--- config.mk ---
export PLATFORM = sky130hd
export DESIGN_NAME = radix_digit_converter_flat
export DESIGN_NICKNAME = d
export VERILOG_FILES = /design/src/rdc_pkg.sv /design/src/rdc_in_if.sv /design/src/rdc_out_if.sv /design/src/rdc_ram.sv /design/src/rdc_divider.sv /design/src/radix_digit_converter.sv /design/src/flat_wrapper.sv
export SDC_FILE = /design/constraint.sdc
export NUM_CORES = 1
export LEC_CHECK = 0
export ABC_AREA = 0
export BUFFER_PORTS_ARGS = -buffer_cell sky130_fd_sc_hd__buf_2
export CAP_MARGIN = 20
export CORE_UTILIZATION = 50
export DETAILED_ROUTE_END_ITERATION = 7
export PLACE_DENSITY = 0.69
export SLEW_MARGIN = 20
export SYNTH_ARGS = -nofsm -noshare
export SYNTH_HDL_FRONTEND = slang
export SYNTH_SLANG_ARGS = --single-unit
--- constraint.sdc ---
create_clock -name clk -period 10.24 [get_ports clk]
set_input_delay 1.536 -clock clk [delete_from_list [all_inputs] [get_ports clk]]
set_output_delay 1.536 -clock clk [all_outputs]
set_load 0.05 [all_outputs]
--- src/rdc_pkg.sv ---
// Shared constants, types and helper functions for the radix digit converter.
// Used by the channel interfaces, the divider, the sequencer top level and the checker.
package rdc_pkg;

  localparam int VALUE_BITS  = 31;
  localparam int DIGIT_DEPTH = 32;

  localparam int RADIX_W  = 5;
  localparam int DIGIT_W  = 4;
  localparam int SYMBOL_W = 7;
  localparam int ADDR_W   = $clog2(DIGIT_DEPTH);

  // The divider retires this many quotient bits per cycle.
  localparam int STEP_BITS = 8;
  localparam int PASSES    = (VALUE_BITS + STEP_BITS - 1) / STEP_BITS;
  localparam int PAD_BITS  = PASSES * STEP_BITS;
  localparam int PASS_W    = (PASSES > 1) ? $clog2(PASSES) : 1;

  localparam logic [RADIX_W-1:0]  RADIX_MIN   = RADIX_W'(2);
  localparam logic [RADIX_W-1:0]  RADIX_MAX   = RADIX_W'(16);
  localparam logic [DIGIT_W-1:0]  DIGIT_TEN   = DIGIT_W'(10);
  localparam logic [SYMBOL_W-1:0] ASCII_ZERO  = SYMBOL_W'(48);
  localparam logic [SYMBOL_W-1:0] ASCII_ALPHA = SYMBOL_W'(55);

  typedef enum logic [1:0] {
    ST_IDLE,
    ST_DIV,
    ST_READ,
    ST_LOAD
  } rdc_state_t;

  typedef struct packed {
    logic                  start;
    logic [VALUE_BITS-1:0] dividend;
    logic [RADIX_W-1:0]    radix;
  } rdc_div_cmd_t;

  typedef struct packed {
    logic                  done;
    logic [VALUE_BITS-1:0] quo;
    logic [DIGIT_W-1:0]    rem;
  } rdc_div_stat_t;

  function automatic logic [RADIX_W-1:0] sat_radix(input logic [RADIX_W-1:0] r);
    logic [RADIX_W-1:0] res;
    res = r;
    if (r < RADIX_MIN) res = RADIX_MIN;
    if (r > RADIX_MAX) res = RADIX_MAX;
    return res;
  endfunction

  function automatic logic [SYMBOL_W-1:0] ascii_of(input logic [DIGIT_W-1:0] d);
    logic [SYMBOL_W-1:0] base;
    base = (d < DIGIT_TEN) ? ASCII_ZERO : ASCII_ALPHA;
    return base + SYMBOL_W'(d);
  endfunction

endpackage

--- src/rdc_in_if.sv ---
// Input channel of the radix digit converter: value and radix with valid/ready.
// Depends on rdc_pkg for field widths.
interface rdc_in_if;
  logic                           valid;
  logic                           ready;
  logic [rdc_pkg::VALUE_BITS-1:0] value;
  logic [rdc_pkg::RADIX_W-1:0]    radix;

  modport source(output valid, value, radix, input ready);
  modport sink(input valid, value, radix, output ready);
endinterface

--- src/rdc_out_if.sv ---
// Result channel of the radix digit converter: one digit per transfer.
// Depends on rdc_pkg for field widths.
interface rdc_out_if;
  logic                         valid;
  logic                         ready;
  logic [rdc_pkg::DIGIT_W-1:0]  digit;
  logic [rdc_pkg::SYMBOL_W-1:0] symbol;
  logic                         last_digit;

  modport source(output valid, digit, symbol, last_digit, input ready);
  modport sink(input valid, digit, symbol, last_digit, output ready);
endinterface

--- src/rdc_ram.sv ---
// Generic single write port, single read port RAM with registered read data.
// Standalone; no package dependency.
module rdc_ram #(
  parameter int WIDTH = 4,
  parameter int DEPTH = 32
) (
  input  logic                     clk,
  input  logic                     wr_en,
  input  logic [$clog2(DEPTH)-1:0] wr_addr,
  input  logic [WIDTH-1:0]         wr_data,
  input  logic                     rd_en,
  input  logic [$clog2(DEPTH)-1:0] rd_addr,
  output logic [WIDTH-1:0]         rd_data
);

  logic [WIDTH-1:0] mem_r [DEPTH];
  logic [WIDTH-1:0] rd_data_r;

  always_ff @(posedge clk) begin
    if (wr_en) begin
      mem_r[wr_addr] <= wr_data;
    end
    if (rd_en) begin
      rd_data_r <= mem_r[rd_addr];
    end
  end

  assign rd_data = rd_data_r;

endmodule

--- src/rdc_divider.sv ---
// Iterative divider by a small radix: STEP_BITS restoring steps per cycle.
// Depends on rdc_pkg for widths and the command and status structs.
module rdc_divider (
  input  logic                   clk,
  input  logic                   rst_n,
  input  rdc_pkg::rdc_div_cmd_t  cmd,
  output rdc_pkg::rdc_div_stat_t stat
);

  logic                         busy_r, busy_nxt;
  logic                         done_r, done_nxt;
  logic [rdc_pkg::PASS_W-1:0]   pass_r, pass_nxt;
  logic [rdc_pkg::PAD_BITS-1:0] q_r, q_nxt;
  logic [rdc_pkg::DIGIT_W-1:0]  rem_r, rem_nxt;
  logic [rdc_pkg::RADIX_W-1:0]  rad_r, rad_nxt;

  logic [rdc_pkg::PAD_BITS-1:0] q_step;
  logic [rdc_pkg::DIGIT_W-1:0]  r_step;

  // One pass of long division: STEP_BITS times shift in a dividend bit, compare, subtract.
  always_comb begin
    logic [rdc_pkg::RADIX_W-1:0] t;
    logic                        qb;
    q_step = q_r;
    r_step = rem_r;
    for (int j = 0; j < rdc_pkg::STEP_BITS; j++) begin
      t  = {r_step, q_step[rdc_pkg::PAD_BITS-1]};
      qb = (t >= rad_r);
      if (qb) t = t - rad_r;
      q_step = {q_step[rdc_pkg::PAD_BITS-2:0], qb};
      r_step = t[rdc_pkg::DIGIT_W-1:0];
    end
  end

  always_comb begin
    busy_nxt = busy_r;
    done_nxt = 1'b0;
    pass_nxt = pass_r;
    q_nxt    = q_r;
    rem_nxt  = rem_r;
    rad_nxt  = rad_r;
    if (busy_r) begin
      q_nxt   = q_step;
      rem_nxt = r_step;
      if (pass_r == '0) begin
        busy_nxt = 1'b0;
        done_nxt = 1'b1;
      end else begin
        pass_nxt = pass_r - 1'b1;
      end
    end else if (cmd.start) begin
      busy_nxt = 1'b1;
      pass_nxt = rdc_pkg::PASS_W'(rdc_pkg::PASSES - 1);
      q_nxt    = rdc_pkg::PAD_BITS'(cmd.dividend);
      rem_nxt  = '0;
      rad_nxt  = cmd.radix;
    end
  end

  always_ff @(posedge clk) begin
    if (!rst_n) begin
      busy_r <= 1'b0;
      done_r <= 1'b0;
    end else begin
      busy_r <= busy_nxt;
      done_r <= done_nxt;
    end
    pass_r <= pass_nxt;
    q_r    <= q_nxt;
    rem_r  <= rem_nxt;
    rad_r  <= rad_nxt;
  end

  assign stat.done = done_r;
  assign stat.quo  = q_r[rdc_pkg::VALUE_BITS-1:0];
  assign stat.rem  = rem_r;

endmodule

--- src/radix_digit_converter.sv ---
// Top level of the radix digit converter: sequencer, digit store and output register.
// Depends on rdc_pkg, rdc_in_if, rdc_out_if, rdc_divider and rdc_ram.
//
//   channel  | direction | payload                     | transfer when
//   ---------+-----------+-----------------------------+-------------------
//   in_if    | in        | value[30:0], radix[4:0]     | valid && ready
//   out_if   | out       | digit, symbol, last_digit   | valid && ready
//
// Each digit is computed in the shared divider, eight restoring steps per cycle,
// and read out of the digit store through the states ST_READ and ST_LOAD.
// A zero value is accepted and yields no result.
// in_if.ready is high only while idle; a stalled out_if holds the output
// register and pauses readout. Reset is synchronous and active low.
module radix_digit_converter (
  input  logic             clk,
  input  logic             rst_n,
  rdc_in_if.sink           in_if,
  rdc_out_if.source        out_if
);

  rdc_pkg::rdc_state_t          state_r, state_nxt;
  logic [rdc_pkg::ADDR_W-1:0]   idx_r, idx_nxt;
  logic [rdc_pkg::RADIX_W-1:0]  rad_r, rad_nxt;
  logic                         out_valid_r, out_valid_nxt;
  logic [rdc_pkg::DIGIT_W-1:0]  digit_r, digit_nxt;
  logic [rdc_pkg::SYMBOL_W-1:0] symbol_r, symbol_nxt;
  logic                         last_r, last_nxt;

  rdc_pkg::rdc_div_cmd_t        div_cmd;
  rdc_pkg::rdc_div_stat_t       div_stat;

  logic                         wr_en, rd_en;
  logic [rdc_pkg::DIGIT_W-1:0]  rd_data;
  logic [rdc_pkg::RADIX_W-1:0]  in_rad;

  rdc_divider u_divider (
    .clk  (clk),
    .rst_n(rst_n),
    .cmd  (div_cmd),
    .stat (div_stat)
  );

  rdc_ram #(
    .WIDTH(rdc_pkg::DIGIT_W),
    .DEPTH(rdc_pkg::DIGIT_DEPTH)
  ) u_digit_store (
    .clk    (clk),
    .wr_en  (wr_en),
    .wr_addr(idx_r),
    .wr_data(div_stat.rem),
    .rd_en  (rd_en),
    .rd_addr(idx_r),
    .rd_data(rd_data)
  );

  assign in_rad = rdc_pkg::sat_radix(in_if.radix);

  always_comb begin
    state_nxt     = state_r;
    idx_nxt       = idx_r;
    rad_nxt       = rad_r;
    div_cmd       = '0;
    wr_en         = 1'b0;
    rd_en         = 1'b0;
    in_if.ready   = 1'b0;
    out_valid_nxt = out_valid_r & ~out_if.ready;
    digit_nxt     = digit_r;
    symbol_nxt    = symbol_r;
    last_nxt      = last_r;

    unique case (state_r)
      rdc_pkg::ST_IDLE: begin
        in_if.ready = 1'b1;
        if (in_if.valid && (in_if.value != '0)) begin
          div_cmd.start    = 1'b1;
          div_cmd.dividend = in_if.value;
          div_cmd.radix    = in_rad;
          rad_nxt          = in_rad;
          idx_nxt          = '0;
          state_nxt        = rdc_pkg::ST_DIV;
        end
      end
      rdc_pkg::ST_DIV: begin
        if (div_stat.done) begin
          wr_en = 1'b1;
          if ((div_stat.quo == '0) ||
              (idx_r == rdc_pkg::ADDR_W'(rdc_pkg::DIGIT_DEPTH - 1))) begin
            state_nxt = rdc_pkg::ST_READ;
          end else begin
            idx_nxt          = idx_r + 1'b1;
            div_cmd.start    = 1'b1;
            div_cmd.dividend = div_stat.quo;
            div_cmd.radix    = rad_r;
          end
        end
      end
      rdc_pkg::ST_READ: begin
        rd_en     = 1'b1;
        state_nxt = rdc_pkg::ST_LOAD;
      end
      rdc_pkg::ST_LOAD: begin
        if (!out_valid_r || out_if.ready) begin
          out_valid_nxt = 1'b1;
          digit_nxt     = rd_data;
          symbol_nxt    = rdc_pkg::ascii_of(rd_data);
          last_nxt      = (idx_r == '0);
          if (idx_r == '0) begin
            state_nxt = rdc_pkg::ST_IDLE;
          end else begin
            idx_nxt   = idx_r - 1'b1;
            state_nxt = rdc_pkg::ST_READ;
          end
        end
      end
      default: state_nxt = rdc_pkg::ST_IDLE;
    endcase
  end

  always_ff @(posedge clk) begin
    if (!rst_n) begin
      state_r     <= rdc_pkg::ST_IDLE;
      out_valid_r <= 1'b0;
    end else begin
      state_r     <= state_nxt;
      out_valid_r <= out_valid_nxt;
    end
    idx_r    <= idx_nxt;
    rad_r    <= rad_nxt;
    digit_r  <= digit_nxt;
    symbol_r <= symbol_nxt;
    last_r   <= last_nxt;
  end

  assign out_if.valid      = out_valid_r;
  assign out_if.digit      = digit_r;
  assign out_if.symbol     = symbol_r;
  assign out_if.last_digit = last_r;

endmodule

--- src/flat_wrapper.sv ---
// flat-port wrapper written by rule: the top's interface ports become plain ports
module radix_digit_converter_flat 
  (clk, rst_n, in_if_valid, in_if_value, in_if_radix, in_if_ready, out_if_valid, out_if_digit, out_if_symbol, out_if_last_digit, out_if_ready);
  rdc_in_if in_if_i ();
  rdc_out_if out_if_i ();
  input  logic clk;
  input  logic rst_n;
  input wire logic [$bits(in_if_i.valid)-1:0] in_if_valid;
  input wire logic [$bits(in_if_i.value)-1:0] in_if_value;
  input wire logic [$bits(in_if_i.radix)-1:0] in_if_radix;
  output wire logic [$bits(in_if_i.ready)-1:0] in_if_ready;
  output wire logic [$bits(out_if_i.valid)-1:0] out_if_valid;
  output wire logic [$bits(out_if_i.digit)-1:0] out_if_digit;
  output wire logic [$bits(out_if_i.symbol)-1:0] out_if_symbol;
  output wire logic [$bits(out_if_i.last_digit)-1:0] out_if_last_digit;
  input wire logic [$bits(out_if_i.ready)-1:0] out_if_ready;
  assign in_if_i.valid = in_if_valid;
  assign in_if_i.value = in_if_value;
  assign in_if_i.radix = in_if_radix;
  assign in_if_ready = in_if_i.ready;
  assign out_if_valid = out_if_i.valid;
  assign out_if_digit = out_if_i.digit;
  assign out_if_symbol = out_if_i.symbol;
  assign out_if_last_digit = out_if_i.last_digit;
  assign out_if_i.ready = out_if_ready;
  radix_digit_converter u_core (.clk(clk), .rst_n(rst_n), .in_if(in_if_i), .out_if(out_if_i));
endmodule
After elaboration in Yosys (flattened, before gate mapping). Memory sizes are Yosys's and may differ from the RTL's. A register that Yosys moved wholly into a read port is not among the register bits. Cells that the tools add are included.

Register bits: 70. RAM bits: 128. Input bits: 40. Output and inout port bits: 14. Logic and storage cells: 118. Memories kept: 1.

Add/sub/neg operators: 12. Order comparisons: 11. Equality and inequality tests: 12. Mux-type cells: 46. Bitwise gates (word level): 3. Reduce and logical (&&, ||, !) cells: 19.

Memories: u_core.u_digit_store.mem_r (depth 32, width 4, read ports 1, clocked after Yosys merged registers in 1, write ports 1, RTL line rdc_ram.sv:16) `logic [WIDTH-1:0] mem_r [DEPTH];`.

Operator list (count): 37-bit two-way mux (3); 37-bit case mux with 2 select lines (1); 32-bit two-way mux (2); 5-bit greater-or-equal comparator (8); 4-bit two-way mux (10); 5-bit two-way mux (7); 4-bit subtractor (8); 31-bit zero test (1); 31-bit nonzero test (1); 2-bit two-way mux (8); 5-bit case mux with 3 select lines (1); 1-bit two-way mux (12); 2-bit AND reduction (6); 2-bit != test, second input constant (4); 2-bit case mux with 4 select lines (1); 7-bit by 4-bit adder with 7-bit output (1); 2-bit by 1-bit != test with 1-bit output, second input constant (3); 6-bit AND reduction (1); 5-bit by 1-bit adder with 5-bit output, second input constant (1); 5-bit equality test, second input constant (1); 5-bit > comparator, second input constant (1); 5-bit zero test (1); 5-bit by 2-bit < comparator with 1-bit output, second input constant (1); 5-bit by 1-bit subtractor with 5-bit output, second input constant (1); 15 further kinds (19).

Logic depth before layout (Yosys ltp). Gate-level depths: netlist of run 1.

Depth after elaboration: 17. Gate-level depth with buffers: 47. Depth with buffers taken out: 47.

Cells and area by module. Synthesis of run 1 repeated with hierarchy kept, for this count alone.

Cell total of the unflattened synthesis: 740. Area total of the unflattened synthesis: 10620.2 sq um.

By module, submodules not included: rdc_ram (times used 1, cells each 231, area each 5178.7 sq um, seq. area each 3963.8 sq um); rdc_divider (times used 1, cells each 348, area each 3732.3 sq um, seq. area each 1331.3 sq um); radix_digit_converter (times used 1, cells each 161, area each 1709.1 sq um, seq. area each 720.7 sq um).

Least setup slack after synthesis of run 1. No wires, ideal clock.

Kind: reg2reg. Start point: register u_core.u_divider.rad_r[1] in the netlist's numbering. End point: register u_core.u_divider.rem_r[3] in the netlist's numbering, data pin. Setup time: 0.255 ns. Arrival time: 9.952 ns. Required time: 9.985 ns. Path slack: 0.033 ns. Stages on the path, launching flop included: 46. Path buffers: 0. Clock period less this slack: 10.207 ns. Path through: edfxtp_1 -> inv_1 -> ha_1 -> nand2_1 -> o21a_1 -> o21ai_1 -> mux2_2 -> ha_1 -> nand2_1 -> o21a_1 -> o21ai_1 -> and2_1 -> nor2_1 -> ha_1 -> a21oi_1 -> o21ai_0 -> a31o_2 -> mux2i_1 -> [... 10 more ...] -> ha_1 -> a21o_1 -> a31oi_1 -> o21ai_1 -> mux2_2 -> inv_1 -> ha_1 -> a21o_1 -> a31oi_1 -> o21ai_1 -> mux2i_1 -> ha_1 -> nor2b_1 -> o21ai_0 -> and3b_1 -> o21ai_1 -> and3_1 -> a31o_1.

Cells in the longest elaborated chain, start to end: 17.

Ends and longest elaborated chain: start: declaration (RTL line rdc_divider.sv:15) `logic [rdc_pkg::RADIX_W-1:0] rad_r, rad_nxt;`; start signal: assignment (RTL line rdc_divider.sv:71) `rad_r <= rad_nxt;`; 4-bit subtractor or 5-bit greater-or-equal comparator (tied branches) (RTL line rdc_divider.sv:29, rdc_divider.sv:28); 4-bit two-way mux (RTL line rdc_divider.sv:29) `if (qb) t = t - rad_r;`; 4-bit subtractor or 5-bit greater-or-equal comparator (tied branches) (RTL line rdc_divider.sv:29, rdc_divider.sv:28); 4-bit two-way mux (RTL line rdc_divider.sv:29); 4-bit subtractor or 5-bit greater-or-equal comparator (tied branches) (RTL line rdc_divider.sv:29, rdc_divider.sv:28); 4-bit two-way mux (RTL line rdc_divider.sv:29); 5-bit greater-or-equal comparator or 4-bit subtractor (tied branches) (RTL line rdc_divider.sv:28, rdc_divider.sv:29); 4-bit two-way mux (RTL line rdc_divider.sv:29); 4-bit subtractor or 5-bit greater-or-equal comparator (tied branches) (RTL line rdc_divider.sv:29, rdc_divider.sv:28); 4-bit two-way mux (RTL line rdc_divider.sv:29); 4-bit subtractor or 5-bit greater-or-equal comparator (tied branches) (RTL line rdc_divider.sv:29, rdc_divider.sv:28); 4-bit two-way mux (RTL line rdc_divider.sv:29); 5-bit greater-or-equal comparator or 4-bit subtractor (tied branches) (RTL line rdc_divider.sv:28, rdc_divider.sv:29); 4-bit two-way mux (RTL line rdc_divider.sv:29); 4-bit subtractor or 5-bit greater-or-equal comparator (tied branches) (RTL line rdc_divider.sv:29, rdc_divider.sv:28); 4-bit two-way mux (*) (RTL line rdc_divider.sv:29); 4-bit two-way mux (*) (RTL line rdc_divider.sv:42) `if (busy_r) begin`; end signal: assignment (RTL line rdc_divider.sv:70) `rem_r <= rem_nxt;`; end: declaration (RTL line rdc_divider.sv:14) `logic [rdc_pkg::DIGIT_W-1:0] rem_r, rem_nxt;`.

Every way passes the cells marked *; elsewhere a longest branch is shown, timed or not. A chain may end at the register's enable or synchronous reset.

Worst setup path after layout of run 1.
Start point: register u_core.u_divider.rem_r[1] in the netlist's numbering. End point: register u_core.u_divider.rem_r[3] in the netlist's numbering, data pin.

Cells in the longest elaborated chain, start to end: 17.

Ends and longest elaborated chain (RTL line): 4-bit subtractor or 5-bit greater-or-equal comparator (tied branches) (rdc_divider.sv:29, rdc_divider.sv:28); 4-bit two-way mux (*) (rdc_divider.sv:29); 4-bit subtractor or 5-bit greater-or-equal comparator (tied branches) (rdc_divider.sv:29, rdc_divider.sv:28); 4-bit two-way mux (*) (rdc_divider.sv:29); 5-bit greater-or-equal comparator or 4-bit subtractor (tied branches) (rdc_divider.sv:28, rdc_divider.sv:29); 4-bit two-way mux (*) (rdc_divider.sv:29); 4-bit subtractor or 5-bit greater-or-equal comparator (tied branches) (rdc_divider.sv:29, rdc_divider.sv:28); 4-bit two-way mux (*) (rdc_divider.sv:29); 4-bit subtractor or 5-bit greater-or-equal comparator (tied branches) (rdc_divider.sv:29, rdc_divider.sv:28); 4-bit two-way mux (*) (rdc_divider.sv:29); 4-bit subtractor or 5-bit greater-or-equal comparator (tied branches) (rdc_divider.sv:29, rdc_divider.sv:28); 4-bit two-way mux (*) (rdc_divider.sv:29); 5-bit greater-or-equal comparator or 4-bit subtractor (tied branches) (rdc_divider.sv:28, rdc_divider.sv:29); 4-bit two-way mux (*) (rdc_divider.sv:29); 4-bit subtractor or 5-bit greater-or-equal comparator (tied branches) (rdc_divider.sv:29, rdc_divider.sv:28); 4-bit two-way mux (*) (rdc_divider.sv:29); 4-bit two-way mux (*) (rdc_divider.sv:42).

Marks and branches as above.

==> impl_metrics.env, run 1 <==
export IMPL_wirelength_um=21000
export IMPL_synth_edff_count=197
export IMPL_worstSetupPathType="register to register"
export IMPL_synthFlopType="edfxtp_1"
export IMPL_crit_path_max_fanout=7
export IMPL_netlist_area_sq_mm=0.0103
export IMPL_fmax_ghz=0.103
export IMPL_cpPeakStageDelay_ns=0.43
export IMPL_synth_warnings=0
export IMPL_numCtsBuffers=22
export IMPL_grt_max_degree=73
export IMPL_worst_setup_path_end_kind="register"
export IMPL_routedWlPerCell_um=18.4
export IMPL_finalHoldViolations=0
export IMPL_finalMaxSlewViolations=0
export IMPL_met2_usage_pct=33.7
export IMPL_holdCritPathClass="register to register"
export IMPL_rows=52
export IMPL_cts_tree="yes"
export IMPL_dieHeight_um=146
export IMPL_maxCapViolCount=0
export IMPL_numPortBuffers=53
export IMPL_dr_pass1_iters=5
export IMPL_cts_path_max_buffers=3
export IMPL_area_growth_pct=15.0
export IMPL_hold_ws_ns=0.496
export IMPL_insertion_delay_ns=0.52
export IMPL_top_level_ports=54
export IMPL_finalSetupViolCount=0
export IMPL_async_reset_ff_share_pct=0
export IMPL_worst_path_buf_inv=3
export IMPL_max_slew_margin_pct=32.8
export IMPL_vias=6461
export IMPL_crit_slowest_cell="edfxtp_1"
export IMPL_grt_pass1_wl_um=33700
export IMPL_layout_min_cycle_time_ns=9.72
export IMPL_first_global_vias=6353
export IMPL_synth_fp_nets=874
export IMPL_cts_hold_buffers=0
export IMPL_gp_congestion=0.841
export IMPL_final_cell_mix="edfxtp_1, nand2_1, inv_1"
export IMPL_fin_setup_tns_ns=0
export IMPL_antenna_cells=0
export IMPL_antenna_found_initial=0
export IMPL_cts_root_buf="clkbuf_16"
export IMPL_start_kind="register"
export IMPL_period_share_pct=94.9
export IMPL_grt_use_met1_pct=28.4
export IMPL_ant_nets=0
export IMPL_core_sq_mm=0.0202
export IMPL_synth_avg_cell_area_sq_um=13.3
export IMPL_use_met3_pct=2.63
export IMPL_fin_nets=954
export IMPL_ys_seq_area_share_pct=58.2
export IMPL_grt_remaining_overflow=0
export IMPL_drt_iter0_markers=326
export IMPL_h_tree_depth=1
export IMPL_path_delay_family="compound AO/OA/AOI/OAI gates"
export IMPL_drive_above_1_share_pct=20.8
export IMPL_crit_top_cell="ha_1"
export IMPL_globalRouteTotalUtil_pct=20.4
export IMPL_final_common_cell="edfxtp_1"
export IMPL_fin_skew_ns=0.0274
export IMPL_die_area_sq_mm=0.0212
export IMPL_yosys_register_bits=202
export IMPL_die_w_um=146
export IMPL_place_hpwl_um=14900
export IMPL_viasPerCell=5.66
export IMPL_busiest_layer="met2"
export IMPL_tightest_slew_ns=0.999
export IMPL_initial_core_util_pct=51.0
export IMPL_worstPathArrival_ns=9.99
export IMPL_clkSinkCount=202
export IMPL_path_clk_slew_ns=0.06
export IMPL_synth_cells=777
export IMPL_status="completed"
export IMPL_drc=0
export IMPL_synth_cell_types=63
export IMPL_cp_required_ns=10.51
==> cell type report <==
class                   count  area [sq um]
clock inverters            13           176
inverters                  67           251
clock buffers              26           566
fillers                  1571          8360
repair buffers             86           513
multi-input cells         478          4020
well taps                 270           338
flip-flops and latches    202          6020
==> layer usage <==
layer  share of wire, %  up-vias
li1                   -     3084
met1                 44     3148
met2                 48      196
met3                5.1       33
met4                2.4        0
met5                  0        -
==> flip-flops by register name (all words and copies together), names as in the netlist <==
signal and count:
u_core.out_if.valid 1, u_core.u_digit_store.mem_r 128, u_core.out_if.last_digit 1, u_core.u_divider.rad_r 5, u_core.u_divider.pass_r 2, u_core.u_divider.busy_r 1, u_core.u_digit_store.rd_data 4, u_core.u_divider.rem_r 4
u_core.idx_r 5, u_core.rad_r 5, u_core.state_r 2, u_core.out_if.digit 4, u_core.out_if.symbol 7, u_core.u_divider.done_r 1, u_core.u_divider.q_r 32
==> timing repair <==
item,4_1_cts,5_1_grt
pin swaps,0,11
resized for setup,2,22
endpoints found under the setup margin,4,5
cloned,0,0
setup buffers,0,8
==> stage by stage <==
step	util [%]	instance area, sq um	std cells	worst slack, ns
final	58.7	11900	1142	0.519
after global routing	58.7	11900	1142	-0.0445
after CTS	57.8	11700	1134	0.0699
after detailed placement	54.1	11000	1095	-0.117
after global placement	54.1	11000	1095	0.191
after floorplan	-	10300	777	0.0327
==> kinds of logic (layout without fill, tap and decap cells) <==
kind of cell | count (synthesis) | in the layout | share of synthesized area, %
AO/OA/AOI/OAI | 136 | 136 | 8.48
XOR/XNOR | 22 | 22 | 1.87
adder cells (fa/ha/maj) | 57 | 57 | 7.63
buffers and inverters | 97 | 192 | 4.13
flip-flops | 202 | 202 | 58.2
multiplexers | 56 | 56 | 9.96
AND/OR/NAND/NOR | 207 | 207 | 9.69
==> cell usage after synthesis (6+ instances only) <==
library cell	n	share of area, %
nor2b_1	10	0.61
o21a_1	6	0.44
nand2_1	83	3.0
mux4_2	19	4.1
clkbuf_1	17	0.62
inv_1	65	2.4
and2_1	7	0.42
fa_1	10	1.9
mux2i_1	9	0.87
edfxtp_1	197	57
mux4_1	13	3.3
o21ai_1	7	0.34
xnor2_1	18	1.5
nor2_1	50	1.8
a22o_1	9	0.76
ha_1	47	5.7
buf_2	6	0.29
nor4_1	15	0.91
a21o_1	16	1.2
mux2_2	14	1.5
o22ai_1	17	1.0
a21oi_1	28	1.4
o21ai_0	31	1.5
==> final timing paths <==
| kind | slack [ns] | end | start | depth (start not counted) |
|---|---|---|---|---|
| max reg2reg | 0.52 | u_core.u_divider.rem_r[3]$_SDFFCE_PN0P_ | u_core.u_divider.rem_r[1]$_SDFFCE_PN0P_ | 42 |
| min | 0.50 | u_core.out_if.digit[0]$_DFFE_PP_ | u_core.u_digit_store.rd_data[0]$_DFFE_PP_ | 0 |
| min reg2reg | 0.50 | u_core.out_if.digit[0]$_DFFE_PP_ | u_core.u_digit_store.rd_data[0]$_DFFE_PP_ | 0 |
| max | 0.52 | u_core.u_divider.rem_r[3]$_SDFFCE_PN0P_ | u_core.u_divider.rem_r[1]$_SDFFCE_PN0P_ | 42 |
Power of run 1 is not shown: default switching activity piles up to over one toggle a cycle in this logic, so the estimate is an artifact.
==> run 2, diff against run 1 <==
--- a/config.mk
+++ b/config.mk
@@ -8,9 +8,10 @@
 export ABC_AREA = 0
 export BUFFER_PORTS_ARGS = -buffer_cell sky130_fd_sc_hd__buf_2
 export CAP_MARGIN = 20
+export CORE_MARGIN = 1.5
 export CORE_UTILIZATION = 50
 export DETAILED_ROUTE_END_ITERATION = 7
-export PLACE_DENSITY = 0.69
+export PLACE_DENSITY = 0.66
 export SLEW_MARGIN = 20
 export SYNTH_ARGS = -nofsm -noshare
 export SYNTH_HDL_FRONTEND = slang
==> constraint.sdc (replaced) <==
create_clock -name clk -period 10.5 [get_ports clk]
set_input_delay 1.575 -clock clk [delete_from_list [all_inputs] [get_ports clk]]
set_output_delay 1.575 -clock clk [all_outputs]
set_load 0.05 [all_outputs]
==> impl_metrics.env, run 2 (synthesis results as in run 1) <==
export IMPL_drc=0
export IMPL_fin_skew_ns=0.00810
export IMPL_h_tree_depth=1
export IMPL_drt_iter0_markers=565
export IMPL_status="completed"
export IMPL_finalMaxSlewViolations=0
export IMPL_cts_path_max_buffers=3
export IMPL_tightest_slew_ns=0.996
export IMPL_final_common_cell="edfxtp_1"
export IMPL_utilization_pct=57.8
export IMPL_cts_root_buf="clkbuf_16"
export IMPL_viasPerCell=5.87
export IMPL_antenna_found_initial=0
export IMPL_rows=52
export IMPL_place_hpwl_um=15500
export IMPL_vias=6624
export IMPL_ant_nets=0
export IMPL_largest_register_ffs=128
export IMPL_start_kind="register"
export IMPL_top_level_ports=54
export IMPL_holdCritPathClass="register to register"
export IMPL_max_slew_margin_pct=33.0
export IMPL_regToRegEndpoint="u_core.u_divider.rem_r[3]$_SDFFCE_PN0P_"
export IMPL_grt_max_degree=73
export IMPL_die_area_sq_mm=0.0215
export IMPL_fmax_ghz=0.0987
export IMPL_numPortBuffers=53
export IMPL_antenna_cells=0
export IMPL_area_growth_pct=13.3
export IMPL_r2r_cells=41
export IMPL_initial_core_util_pct=51.0
export IMPL_layout_min_cycle_time_ns=10.13
export IMPL_dr_pass1_iters=5
export IMPL_core_sq_mm=0.0202
export IMPL_dieHeight_um=147
export IMPL_insertion_delay_ns=0.50
export IMPL_final_cell_mix="edfxtp_1, nand2_1, inv_1"
export IMPL_die_w_um=147
export IMPL_period_share_pct=96.5
export IMPL_wirelength_um=22300
export IMPL_first_global_vias=6757
export IMPL_maxCapViolCount=0
export IMPL_grt_remaining_overflow=0
export IMPL_cts_tree="yes"
export IMPL_regMostFlops="u_core.u_digit_store.mem_r"
export IMPL_globalRouteTotalUtil_pct=21.1
export IMPL_worst_setup_path_end_kind="register"
export IMPL_crit_end="u_core.u_divider.rem_r[3]$_SDFFCE_PN0P_"
export IMPL_r2r_slack_ns=0.37
export IMPL_placed_area_sq_mm=0.0109
export IMPL_crit_top_cell="ha_1"
export IMPL_fin_nets=941
export IMPL_drive_above_1_share_pct=19.6
export IMPL_cp_required_ns=10.75
export IMPL_grt_pass1_wl_um=35200
export IMPL_routedWlPerCell_um=19.8
export IMPL_crit_slowest_cell="edfxtp_1"
export IMPL_finalHoldViolations=0
export IMPL_worstSetupPathType="register to register"
export IMPL_worstPathArrival_ns=10.38
export IMPL_finalSetupViolCount=0
export IMPL_numCtsBuffers=22
export IMPL_final_area_sq_mm=0.0117
export IMPL_crit_start="u_core.u_divider.rem_r[1]$_SDFFCE_PN0P_"
export IMPL_gp_congestion=0.912
export IMPL_path_clk_slew_ns=0.06
export IMPL_clkSinkCount=202
export IMPL_crit_path_max_fanout=7
export IMPL_r2r_start="u_core.u_divider.rem_r[1]$_SDFFCE_PN0P_"
export IMPL_cpPeakStageDelay_ns=0.45
## run 2: changes by cell type in the layout (fill, tap and decap cells not counted), moves of 2 or more
cell        previous run  this run
bufinv_16              4         2
buf_4                 33        20
clkinv_2               2         5
mux2i_2                2         4
clkinvlp_4             0         2
clkbuf_1               4         2
## run 2: what timing repair did
action / in CTS / in global routing
setup buffers: 0 / 2
gates resized for setup: 0 / 18
setup endpoints to repair: 0 / 5
hold buffers: 0 / 0
## run 2: cell type report
class	instances	area, sq um
clock inverter	14	119
inverter	67	251
fill	1617	8530
timing repair buffer	73	415
multi-input combinational	478	3980
tap	270	338
sequential	202	6020
clock buffer	25	583
## run 2: per-stage QoR
| stage | setup TNS (ns) | std cells | hold WS (ns) | worst slack [ns] |
|---|---|---|---|---|
| global placement | 0 | 1088 | 0.453 | 0.600 |
| floorplan | 0 | 777 | 0.433 | 0.293 |
| finish | 0 | 1129 | 0.471 | 0.368 |
| detailed placement | 0 | 1088 | 0.453 | 0.0722 |
| global route | -0.0545 | 1129 | 0.479 | -0.0545 |
| CTS | 0 | 1127 | 0.466 | 0.0304 |
## run 2: metal layers
metal | track usage [%] | wire, um
met3 | 3.29 | 1350
met5 | 0 | 0
met2 | 34.7 | 10700
met4 | 6.92 | 581
met1 | 28.8 | 9760
## run 2: worst min-delay path by stage
stage	depth (start not counted)	endpoint	from	slack, ns
global placement	0	u_core.out_if.digit[0]$_DFFE_PP_	u_core.u_digit_store.rd_data[0]$_DFFE_PP_	0.45
floorplan	0	u_core.out_if.digit[0]$_DFFE_PP_	u_core.u_digit_store.rd_data[0]$_DFFE_PP_	0.43
finish	0	u_core.out_if.digit[0]$_DFFE_PP_	u_core.u_digit_store.rd_data[0]$_DFFE_PP_	0.47
CTS	0	u_core.out_if.digit[0]$_DFFE_PP_	u_core.u_digit_store.rd_data[0]$_DFFE_PP_	0.47
detailed placement	0	u_core.out_if.digit[0]$_DFFE_PP_	u_core.u_digit_store.rd_data[0]$_DFFE_PP_	0.45
global route	0	u_core.out_if.digit[0]$_DFFE_PP_	u_core.u_digit_store.rd_data[0]$_DFFE_PP_	0.48
## run 2: critical path: cells and delay by family, from the launching register on
kind | cells | cell delay [ns]
AO/OA/AOI/OAI | 17 | 3.46
adder cells (fa/ha/maj) | 8 | 2.50
buffers and inverters | 3 | 0.44
flip-flops | 1 | 0.45
multiplexers | 7 | 2.23
AND/OR/NAND/NOR | 6 | 0.75
Power of run 2 is left out for the same reason.
